## config.mk

```make
export PLATFORM = sky130hd
export DESIGN_NAME = ttim_recombine
export DESIGN_NICKNAME = d
export VERILOG_FILES = /design/src/rtl/core/assert_macros.svh /design/src/rtl/core/ttim_pkg.sv /design/src/rtl/core/ttim_recombine.sv
export SDC_FILE = /design/constraint.sdc
export NUM_CORES = 2
export LEC_CHECK = 0
export BUFFER_PORTS_ARGS = -buffer_cell sky130_fd_sc_hd__buf_2
export CORE_AREA = 2 2 267 269
export DETAILED_ROUTE_END_ITERATION = 16
export DIE_AREA = 0 0 269 271
export PLACE_DENSITY_LB_ADDON = 0.05
export SLEW_MARGIN = 20
export SYNTH_ARGS = -nofsm -noshare
export SYNTH_HDL_FRONTEND = slang
export SYNTH_SLANG_ARGS = --single-unit
```

## constraint.sdc

```tcl
create_clock -name clk -period 14.95 [get_ports clk]
set_input_delay 1.495 -clock clk [delete_from_list [all_inputs] [get_ports clk]]
set_output_delay 1.495 -clock clk [all_outputs]
set_load 0.01 [all_outputs]
```

## src/rtl/core/assert_macros.svh

```systemverilog
// Assertion macros shared by the core RTL.
`ifndef ASSERT_MACROS_SVH
`define ASSERT_MACROS_SVH
// Clocked assertion, disabled while rst is high.
`define ASSERT_CLK(label, prop, msg) \
  label: assert property (@(posedge clk) disable iff (rst) (prop)) else $error(msg);
// Implication form of ASSERT_CLK.
`define ASSERT_IMPL(label, cond, prop, msg) \
  `ASSERT_CLK(label, (cond) |-> (prop), msg)
`endif

```

## src/rtl/core/ttim_pkg.sv

```systemverilog
// Shared types and constants for the tensor transpose index map.
package ttim_pkg;
  localparam int NDIM  = 4;
  localparam int IDX_W = 24;
  localparam int SZ_W  = 13;
  localparam int REG_W = 3;

  localparam logic [REG_W-1:0] REG_RANK   = 3'd0;
  localparam logic [REG_W-1:0] REG_SIZE0  = 3'd1;
  localparam logic [REG_W-1:0] REG_SIZE1  = 3'd2;
  localparam logic [REG_W-1:0] REG_SIZE2  = 3'd3;
  localparam logic [REG_W-1:0] REG_SIZE3  = 3'd4;
  localparam logic [REG_W-1:0] REG_FIRST  = 3'd5;
  localparam logic [REG_W-1:0] REG_SECOND = 3'd6;

  localparam logic [1:0] ST_OK    = 2'd0;
  localparam logic [1:0] ST_AXIS  = 2'd1;
  localparam logic [1:0] ST_RANGE = 2'd2;

  typedef logic [SZ_W-1:0] size_t;

  typedef struct packed {
    size_t c3;
    size_t c2;
    logic  axis_bad;
  } side_t;

  typedef struct packed {
    size_t [NDIM-1:0] e;
    size_t [NDIM-1:0] ep;
    logic  [1:0]      pa;
    logic  [1:0]      pb;
    logic             zero;
  } shape_t;
endpackage

```

## src/rtl/core/ttim_recombine.sv

```systemverilog
// Status, coordinate swap and Horner recombination stages.
module ttim_recombine (
  input  logic                        clk,
  input  logic                        rst,
  input  logic                        en,
  input  logic                        in_valid,
  input  logic [ttim_pkg::IDX_W-1:0]  c0,
  input  ttim_pkg::size_t             c1,
  input  ttim_pkg::side_t             side,
  input  ttim_pkg::shape_t            shape,
  output logic                        out_valid,
  output logic [ttim_pkg::IDX_W-1:0]  dest,
  output logic [1:0]                  st
);
  localparam int MW = ttim_pkg::IDX_W + ttim_pkg::SZ_W;

  logic [3:0]                        v;
  logic [3:0][1:0]                   sts;
  ttim_pkg::size_t [ttim_pkg::NDIM-1:0] cs;
  ttim_pkg::size_t [ttim_pkg::NDIM-1:0] cin;
  ttim_pkg::size_t [ttim_pkg::NDIM-1:0] cs_next;
  logic [1:0]                        st_next;
  ttim_pkg::size_t                   c2d, c3d, c3e;
  logic [ttim_pkg::IDX_W-1:0]        acc1, acc2, acc3;
  logic [MW-1:0]                     m1, m2, m3;

  always_comb begin
    cin[0] = c0[ttim_pkg::SZ_W-1:0];
    cin[1] = c1;
    cin[2] = side.c2;
    cin[3] = side.c3;
    for (int k = 0; k < ttim_pkg::NDIM; k++) begin
      if (2'(k) == shape.pa) cs_next[k] = cin[shape.pb];
      else if (2'(k) == shape.pb) cs_next[k] = cin[shape.pa];
      else cs_next[k] = cin[k];
    end
    if (side.axis_bad) st_next = ttim_pkg::ST_AXIS;
    else if (shape.zero || (c0 >= ttim_pkg::IDX_W'(shape.e[0]))) st_next = ttim_pkg::ST_RANGE;
    else st_next = ttim_pkg::ST_OK;
  end

  assign m1 = MW'(cs[0]) * MW'(shape.ep[1]) + MW'(cs[1]);
  assign m2 = MW'(acc1) * MW'(shape.ep[2]) + MW'(c2d);
  assign m3 = MW'(acc2) * MW'(shape.ep[3]) + MW'(c3e);

  always_ff @(posedge clk) begin
    if (rst) begin
      v <= '0;
    end else if (en) begin
      v <= {v[2:0], in_valid};
    end
  end

  always_ff @(posedge clk) begin
    if (en) begin
      sts  <= {sts[2:0], st_next};
      cs   <= cs_next;
      acc1 <= m1[ttim_pkg::IDX_W-1:0];
      c2d  <= cs[2];
      c3d  <= cs[3];
      acc2 <= m2[ttim_pkg::IDX_W-1:0];
      c3e  <= c3d;
      acc3 <= (sts[2] == ttim_pkg::ST_OK) ? m3[ttim_pkg::IDX_W-1:0] : '0;
    end
  end

  assign out_valid = v[3];
  assign dest      = acc3;
  assign st        = sts[3];
endmodule

```

==> impl_metrics.tcl <==
set metrics [dict create \
    synth_top_family_by_area "adder cells" \
    cp.required_ns 15.16 \
    holdPathStages 0 \
    vias_per_cell 4.91 \
    multiInputGateArea_mm2 0.0200 \
    gp_routability_congestion 0.840 \
    path_class "input pin to register" \
    post-route-util 0.427 \
    dp_hpwl_um 55000 \
    grt_pass1_vias 20300 \
    cpPeakStageDelay_ns 0.54 \
    whs_ns 0.405 \
    drt_iter0_drc 908 \
    async_reset_ff_frac 0 \
    postCtsSetupBuffers 0 \
    finalClockSkew_ns 0.0227 \
    ff2ff_path_depth 22 \
    die_area_mm2 0.0729 \
    maxSlewHeadroom 0.270 \
    drt_first_pass_iters 5 \
    period_needed_ns 7.08 \
    die_h_um 271 \
    grt_antenna_before_repair 0 \
    netlist_area_mm2 0.0277 \
    clkLatencyLatePin_ns 0.48 \
    yosys_most_used_dff "edfxtp_1" \
    grt_max_degree 95 \
    yosysTopAreaCell "fa_1" \
    numCtsBuffers 17 \
    hold_buffers 0 \
    setup_viol 0 \
    drc 0 \
    hold_viol_final 0 \
    ff_latch_area_mm2 0.00522 \
    grt_pass1_wl_um 111000 \
    ys_ff_latch 175 \
    rsz0062_at_grt "no" \
    synthAdderAreaFrac 0.449 \
    cts-root-buf "clkbuf_16" \
    path_cells "buf_2 > and2_1 > fa_1 > inv_1 > fa_1 > inv_1 > fa_1 > inv_1 > fa_1 > inv_1 > fa_1 > inv_1 > fa_1 > inv_1 > ha_1 > o21a_1 > nand2_1 > o31a_1 > o21ai_0 > a21oi_1 > o2bb2ai_1 > o21ai_0 > xnor2_1" \
    synth_area_leaders "fa_1, edfxtp_1, ha_1, inv_1, and2_1" \
    yosysSeqAreaShare 0.188 \
    cp_top_family "adder cells" \
    finalCritPeriodShare 0.474 \
    fillCellCount 6882 \
    rr_endpoint "acc2[23]" \
    synthDominantCellAreaShare 0.351 \
    tritoncts "yes" \
    cp_max_fo 23 \
    cts_resized 0 \
    clockBufferDepth 2 \
    worst_slew_pin_slew_ns 1.09 \
    cap_violations 0 \
    max_freq_mhz 141 \
    synthCells 2879 \
    final_nets 3799 \
    endpoint_kind "register" \
    synth.net_count 3757 \
    vias 19000 \
    cp_data_arrival_time_ns 7.29 \
    cp-start-kind "input pin" \
    synth.distinct_cells 64 \
    die_x_um 269 \
    worst-path-buf-inv 7 \
    ant_nets 0 \
    slowest_stage "fa_1" \
    holdPathEnd "c3e[5]" \
    synth_edf_count 171 \
    routed_wl_um 67400 \
    grt_usage 0.194 \
    gr-total-overflow 0 \
    avgSynthCellArea_um2 9.61 \
    worstReg2RegStart "acc1[7]" \
    pin_count 204 \
    area_growth_pct 7.66 \
    yosysWarnings 0 \
    yosysMostFrequentCell "inv_1" \
    synthTopCellsByCount "inv_1, fa_1, nand2_1" \
    coreArea_mm2 0.0698 \
    synth_compound_area_frac 0.0650 \
    path_clk_slew_ns 0.09 \
    std_cell_rows 97 \
    io_buffers 151 \
    outcome "complete, no violations" \
    diodes 0 \
    reg2reg_slack_ns 8.44 \
    synthMuxAreaShare 0.0184 \
    drv_slew 0 \
    hold_start "c3d[5]" \
    cts_max_level 4 \
    tns_ns 0 \
    drive_above_1_share 0.0746 \
    worstHoldPathType "register to register" \
    wl_per_cell_um 17.4 \
    start_util 0.396 \
    synth-xor-area-share 0.0332 \
    cts_sinks 175 \
    synthSimpleGateAreaFrac 0.156 \
]
flip-flops by register name, indices dropped and copies added (netlist names):
| register | cells |
|---|---|
| acc1 | 24 |
| acc2 | 24 |
| c2d | 13 |
| c3d | 13 |
| c3e | 13 |
| cs | 52 |
| dest | 24 |
| st | 2 |
| sts | 6 |
| v | 4 |
cells by family after synthesis:
family | count (synthesis)
AOI/OAI and AO/OA | 296
xor gates and xnor gates | 105
adders and majority gates | 701
buffers and inverters | 664
DFF | 175
muxes | 34
and+or+nand+nor | 904
per-layer routing:
layer / global-route usage / wire length, µm / up-vias
li1: - / - / 8968
met1: 0.288 / 33100 / 9637
met2: 0.304 / 30900 / 374
met3: 0.0228 / 2420 / 42
met4: 0.0430 / 1010 / 0
met5: 0 / 0 / -
placed cells by master, fill, tap and decap left out, types with 10 or more instances in the layout:
cell	count
ha_1	216
a21o_1	23
xor2_1	23
a21oi_1	77
buf_2	150
and2_1	308
clkbuf_16	17
nand2b_1	10
nor2_1	91
edfxtp_1	171
mux2i_1	15
a21boi_0	12
nand2_1	441
mux4_2	13
o21a_1	11
o21ai_0	113
fa_1	485
inv_1	529
xnor2_1	82
nor3_1	13
worst max path at each step:
stage	from	end	cells after the start
detailed placement	shape[32]	acc2[23]	23
CTS	shape[32]	acc2[23]	23
finish	shape[32]	acc2[23]	23
floorplan	shape[48]	dest[22]	20
global route	shape[32]	acc2[23]	23
global placement	shape[32]	acc2[23]	23
per-stage QoR:
step / instance area (µm²) / cells / setup WS [ns]
floorplan: 27700 / 2879 / 7.99
global placement: 29100 / 3842 / 7.33
detailed placement: 29100 / 3842 / 7.31
CTS: 29800 / 3874 / 7.85
global route: 29800 / 3874 / 7.48
finish: 29800 / 3874 / 7.87
layout make-up:
class                           instances  share of cell area
Inverter                              529              0.0667
Multi-Input combinational cell       2040               0.670
Tap cell                              940              0.0395
Timing Repair Buffer                  158              0.0273
Clock inverter                         15             0.00722
Sequential cell                       175               0.175
Clock buffer                           17              0.0143
Power is not shown: default switching activity piles up to over one toggle a cycle in this logic, so the estimate is an artifact.
