===== config.mk =====
export PLATFORM = sky130hd
export DESIGN_NAME = ttim_div
export DESIGN_NICKNAME = d
export VERILOG_FILES = /design/src/rtl/core/assert_macros.svh /design/src/rtl/core/ttim_pkg.sv /design/src/rtl/core/ttim_div.sv
export SDC_FILE = /design/constraint.sdc
export NUM_CORES = 2
export LEC_CHECK = 0
export ABC_AREA = 0
export BUFFER_PORTS_ARGS = -buffer_cell sky130_fd_sc_hd__buf_4
export CAP_MARGIN = 40
export CORE_MARGIN = 2
export CORE_UTILIZATION = 39
export CTS_BUF_LIST = sky130_fd_sc_hd__clkbuf_2 sky130_fd_sc_hd__clkbuf_4 sky130_fd_sc_hd__clkbuf_8
export DETAILED_ROUTE_END_ITERATION = 6
export PLACE_DENSITY_LB_ADDON = 0.12
export SETUP_SLACK_MARGIN = 0.05
export SYNTH_ARGS = -nofsm -noshare
export SYNTH_HDL_FRONTEND = slang
export SYNTH_SLANG_ARGS = --single-unit

===== constraint.sdc =====
create_clock -name clk -period 8.75 [get_ports clk]
set_clock_uncertainty 0.15 [all_clocks]
set_input_delay 0.4375 -clock clk [delete_from_list [all_inputs] [get_ports clk]]
set_output_delay 0.4375 -clock clk [all_outputs]
set_load 0.02 [all_outputs]

===== src/rtl/core/assert_macros.svh =====
// Assertion macros shared by the core RTL.
`ifndef ASSERT_MACROS_SVH
`define ASSERT_MACROS_SVH
// Clocked assertion, disabled while rst is high.
`define ASSERT_CLK(label, prop, msg) \
  label: assert property (@(posedge clk) disable iff (rst) (prop)) else $error(msg);
// Implication form of ASSERT_CLK.
`define ASSERT_IMPL(label, cond, prop, msg) \
  `ASSERT_CLK(label, (cond) |-> (prop), msg)
`endif


===== src/rtl/core/ttim_pkg.sv =====
// Shared types and constants for the tensor transpose index map.
package ttim_pkg;
  localparam int NDIM  = 4;
  localparam int IDX_W = 24;
  localparam int SZ_W  = 13;
  localparam int REG_W = 3;

  localparam logic [REG_W-1:0] REG_RANK   = 3'd0;
  localparam logic [REG_W-1:0] REG_SIZE0  = 3'd1;
  localparam logic [REG_W-1:0] REG_SIZE1  = 3'd2;
  localparam logic [REG_W-1:0] REG_SIZE2  = 3'd3;
  localparam logic [REG_W-1:0] REG_SIZE3  = 3'd4;
  localparam logic [REG_W-1:0] REG_FIRST  = 3'd5;
  localparam logic [REG_W-1:0] REG_SECOND = 3'd6;

  localparam logic [1:0] ST_OK    = 2'd0;
  localparam logic [1:0] ST_AXIS  = 2'd1;
  localparam logic [1:0] ST_RANGE = 2'd2;

  typedef logic [SZ_W-1:0] size_t;

  typedef struct packed {
    size_t c3;
    size_t c2;
    logic  axis_bad;
  } side_t;

  typedef struct packed {
    size_t [NDIM-1:0] e;
    size_t [NDIM-1:0] ep;
    logic  [1:0]      pa;
    logic  [1:0]      pb;
    logic             zero;
  } shape_t;
endpackage


===== src/rtl/core/ttim_div.sv =====
// Pipelined restoring divider, one quotient bit per stage, with sideband.
module ttim_div (
  input  logic                        clk,
  input  logic                        rst,
  input  logic                        en,
  input  logic                        in_valid,
  input  logic [ttim_pkg::IDX_W-1:0]  dividend,
  input  ttim_pkg::size_t             divisor,
  input  ttim_pkg::side_t             in_side,
  output logic                        out_valid,
  output logic [ttim_pkg::IDX_W-1:0]  quot,
  output ttim_pkg::size_t             rem,
  output ttim_pkg::side_t             out_side
);
  localparam int N = ttim_pkg::IDX_W;

  logic [N-1:0]                      v;
  logic [N-1:0][N-1:0]               w;
  ttim_pkg::size_t [N-1:0]           r;
  ttim_pkg::side_t [N-1:0]           sd;
  logic [N-1:0][N-1:0]               w_next;
  ttim_pkg::size_t [N-1:0]           r_next;

  always_comb begin
    logic [N-1:0]           wi;
    ttim_pkg::size_t        ri;
    logic [ttim_pkg::SZ_W:0] t;
    for (int k = 0; k < N; k++) begin
      wi = (k == 0) ? dividend : w[(k == 0) ? 0 : k-1];
      ri = (k == 0) ? '0 : r[(k == 0) ? 0 : k-1];
      t = {ri, wi[N-1]};
      if (t >= {1'b0, divisor}) begin
        r_next[k] = ttim_pkg::SZ_W'(t - {1'b0, divisor});
        w_next[k] = {wi[N-2:0], 1'b1};
      end else begin
        r_next[k] = t[ttim_pkg::SZ_W-1:0];
        w_next[k] = {wi[N-2:0], 1'b0};
      end
    end
  end

  always_ff @(posedge clk) begin
    if (rst) begin
      v <= '0;
    end else if (en) begin
      v <= {v[N-2:0], in_valid};
    end
  end

  always_ff @(posedge clk) begin
    if (en) begin
      w  <= w_next;
      r  <= r_next;
      sd <= {sd[N-2:0], in_side};
    end
  end

  assign out_valid = v[N-1];
  assign quot      = w[N-1];
  assign rem       = r[N-1];
  assign out_side  = sd[N-1];
endmodule


==> flow_summary.yaml <==
clocking:
  cts_tree: "built"
  clockBufferDepth: 4
  clock_latency_ns: 1.00
  clock_sinks: 1560
  cts_made_buffers: 289
  clk_pin_slew_worst_paths_ns: 0.05
  post_cts_buffers: 0
  cts_root_buf: "clkbuf_8"
  htree_levels: 5
status:
  outcome: "finished, final reports clean"
yosys:
  ys_seq_elements: 1560
  syn_nets: 4415
  ys_seq_area_share_pct: 71.3
  yosysMostFrequentCell: "edfxtp_1"
  yosysTopAreaCell: "edfxtp_1"
  synthTopCellsByArea: "edfxtp_1, ha_1, mux2_2"
  synth_top_cell_area_share_pct: 70.5
  synth-async-reset-ratio_pct: 0
  synth.distinct_cells: 87
  syn_avg_cell_area_um2: 16.3
  synth_edf_count: 1536
  ys_warn_count: 0
  syn_area_mm2: 0.0654
  synth_ff_type: "edfxtp_1"
  synth.top_cells.by_count: "edfxtp_1, ha_1, mux2_2"
  syn_inst: 4023
routing:
  drt_iter0_markers: 2221
  viasPerCell: 4.88
  wl_um: 114000
  dr_wl_met3_um: 5680
  final_antenna_net_count: 0
  m1WireLength_um: 55600
  maxUsedRoutingLayer: "met4"
  num_vias: 33600
  first_pass_iters: 6
  met2_wirelength_um: 49000
  wl_per_cell_um: 16.6
  drc: 0
pwr:
  leakage_uw: 0.0277
  p_per_area_mw_per_mm2: 319
  ir_worst_vdd_mv: 0.192
final_layout:
  nets: 4875
  multiInputGateArea_mm2: 0.0175
  n_fill_cell: 14600
  seqCellArea_mm2: 0.0466
  drive_gt1_share_pct: 18.6
  final_util_pct: 45.2
  areaGrowthSynthToFinish_pct: 15.2
global_route:
  grt_first_pass_wirelength_um: 180000
  grt_start_max_net_pins: 184
  grt-ovfl-total: 0
  antenna_found_initial: 4
  grt_pass1_vias: 33300
  grt_use_total_pct: 13.3
critical_path:
  crit_fanout: 23
  worst_setup_path_start_kind: "primary input"
  ff2ff_path_depth: 11
  cp.arrival_ns: 4.38
  criticalPathCategory: "in -> reg"
  rr_endpoint: "r[159]$_DFFE_PP_"
  worstPathRequired_ns: 9.30
  rrSetupSlack_ns: 5.14
  end_kind: "flip-flop"
  regToRegStartpoint: "w[287]$_DFFE_PP_"
placed_design:
  dp_hpwl_um: 65900
  port_buffers: 132
  gp_congestion: 0.805
timing:
  setup_viol: 0
  tightestPinTransition_ns: 1.14
  slew-limit-headroom_pct: 23.8
  rsz0062_at_grt: "false"
  hold_viol_final: 0
  final_max_slew_viol_count: 0
  whs_ns: 0.211
  finalSetupTns_ns: 0
  min_period_ns: 3.83
  max_freq_mhz: 261
  final.period_utilization_pct: 43.8
die:
  die_h_um: 413
  die_w_um: 413
  io_pins: 133
  die-area_mm2: 0.171
  core_mm2: 0.167
  initial_utilization_pct: 39.2
  row_count: 150
worst_hold_path:
  hold_path_class: "reg -> reg"
  min_to: "w[37]$_DFFE_PP_"
  hp-start: "w[12]$_DFFE_PP_"
  hold_depth: 0
job:
  maxCapViolCount: 0
-- registers in the layout (all words and copies together), names as in the netlist --
| name | cells |
|---|---|
| sd | 621 |
| out_side | 27 |
| v | 24 |
| r | 299 |
| rem | 13 |
| quot | 24 |
| w | 552 |
-- power breakdown --
| group | leakage (µW) | switching, µW | internal, µW |
|---|---|---|---|
| sequential | 0.0152 | 574 | 9810 |
| clock | 0.00284 | 2840 | 3650 |
| combinational | 0.00970 | 3710 | 3450 |
-- how the worst max path moves through the flow --
stage,to,from
floorplan,r[291]$_DFFE_PP_,divisor[2]
global placement,rem[2]$_DFFE_PP_,divisor[9]
detailed placement,r[30]$_DFFE_PP_,divisor[9]
CTS,r[186]$_DFFE_PP_,divisor[2]
global route,r[289]$_DFFE_PP_,divisor[2]
finish,r[159]$_DFFE_PP_,divisor[2]
-- routing by layer --
| metal | vias up | global-route usage (%) |
|---|---|---|
| met5 | - | 0 |
| met4 | 0 | 6.26 |
| met3 | 258 | 3.28 |
| met2 | 721 | 19.1 |
| met1 | 16100 | 18.9 |
| li1 | 16500 | - |
-- cell families after synthesis --
logic type | after synthesis | synth area share [%]
compound gates | 719 | 7.55
xor+xnor | 192 | 2.57
fa+ha+maj | 324 | 6.46
buf+inv | 252 | 1.94
flops | 1560 | 71.3
mux | 281 | 4.70
simple gates | 695 | 5.51
-- cell usage in the layout, fill, tap and decap left out, types with 11 or more instances in the layout --
cell / netlist / final
a211oi_1: 28 / 28
a21boi_0: 14 / 14
a21o_1: 97 / 97
a21oi_1: 178 / 178
a31oi_1: 18 / 18
and2_1: 30 / 30
and3_1: 22 / 22
buf_4: 72 / 156
clkbuf_4: 0 / 100
clkbuf_8: 0 / 299
clkinv_1: 0 / 54
clkinv_2: 0 / 21
dfxtp_1: 24 / 24
dlygate4sd3_1: 0 / 115
edfxtp_1: 1536 / 1536
fa_1: 23 / 23
ha_1: 301 / 301
inv_1: 131 / 127
mux2_2: 201 / 201
mux2i_1: 76 / 76
nand2_1: 117 / 117
nand2b_1: 42 / 42
nand3_1: 38 / 38
nand4_1: 41 / 41
nor2_1: 184 / 184
nor2b_1: 64 / 64
nor3_1: 77 / 77
o211ai_1: 19 / 19
o21a_1: 52 / 52
o21ai_0: 133 / 132
o21ai_1: 15 / 15
o31a_1: 14 / 14
o31ai_1: 25 / 25
or2_2: 22 / 22
or3_1: 11 / 11
xnor2_1: 111 / 111
xor2_1: 81 / 81
-- layout make-up --
type,count,share of cell area (%)
sequential,1560,61.9
multi-input combinational,2211,23.3
clock buffer,399,6.46
tap,2204,3.66
timing repair buffer,290,3.51
inverter,131,0.653
clock inverter,84,0.603
antenna,1,0.00332
-- metrics by stage --
step	area (µm²)	cells	power (µW)	setup WS [ns]
6_report	75300	6880	24000	4.92
5_1_grt	75300	6880	25600	4.78
4_1_cts	75300	6877	24400	5.06
3_5_place_dp	68800	6279	17600	4.28
3_3_place_gp	68700	6271	17500	4.20
2_1_floorplan	65400	4023	16000	5.29
-- critical path: stages --
cell           delay [ns]
dlygate4sd3_1        0.53
buf_4                0.14
inv_1                0.05
buf_4                0.45
ha_1                 0.38
nor2b_1              0.15
o21ai_1              0.17
a21oi_1              0.14
a211oi_2             0.39
nand3_1              0.15
a311oi_2             0.68
buf_4                0.31
mux2_2               0.36
-- what timing repair did --
item | in CTS | in global routing
endpoints found under the hold margin | 221 | 0
resized for setup | 0 | 0
hold buffers | 115 | 0
(Power assumes the default switching activity.)
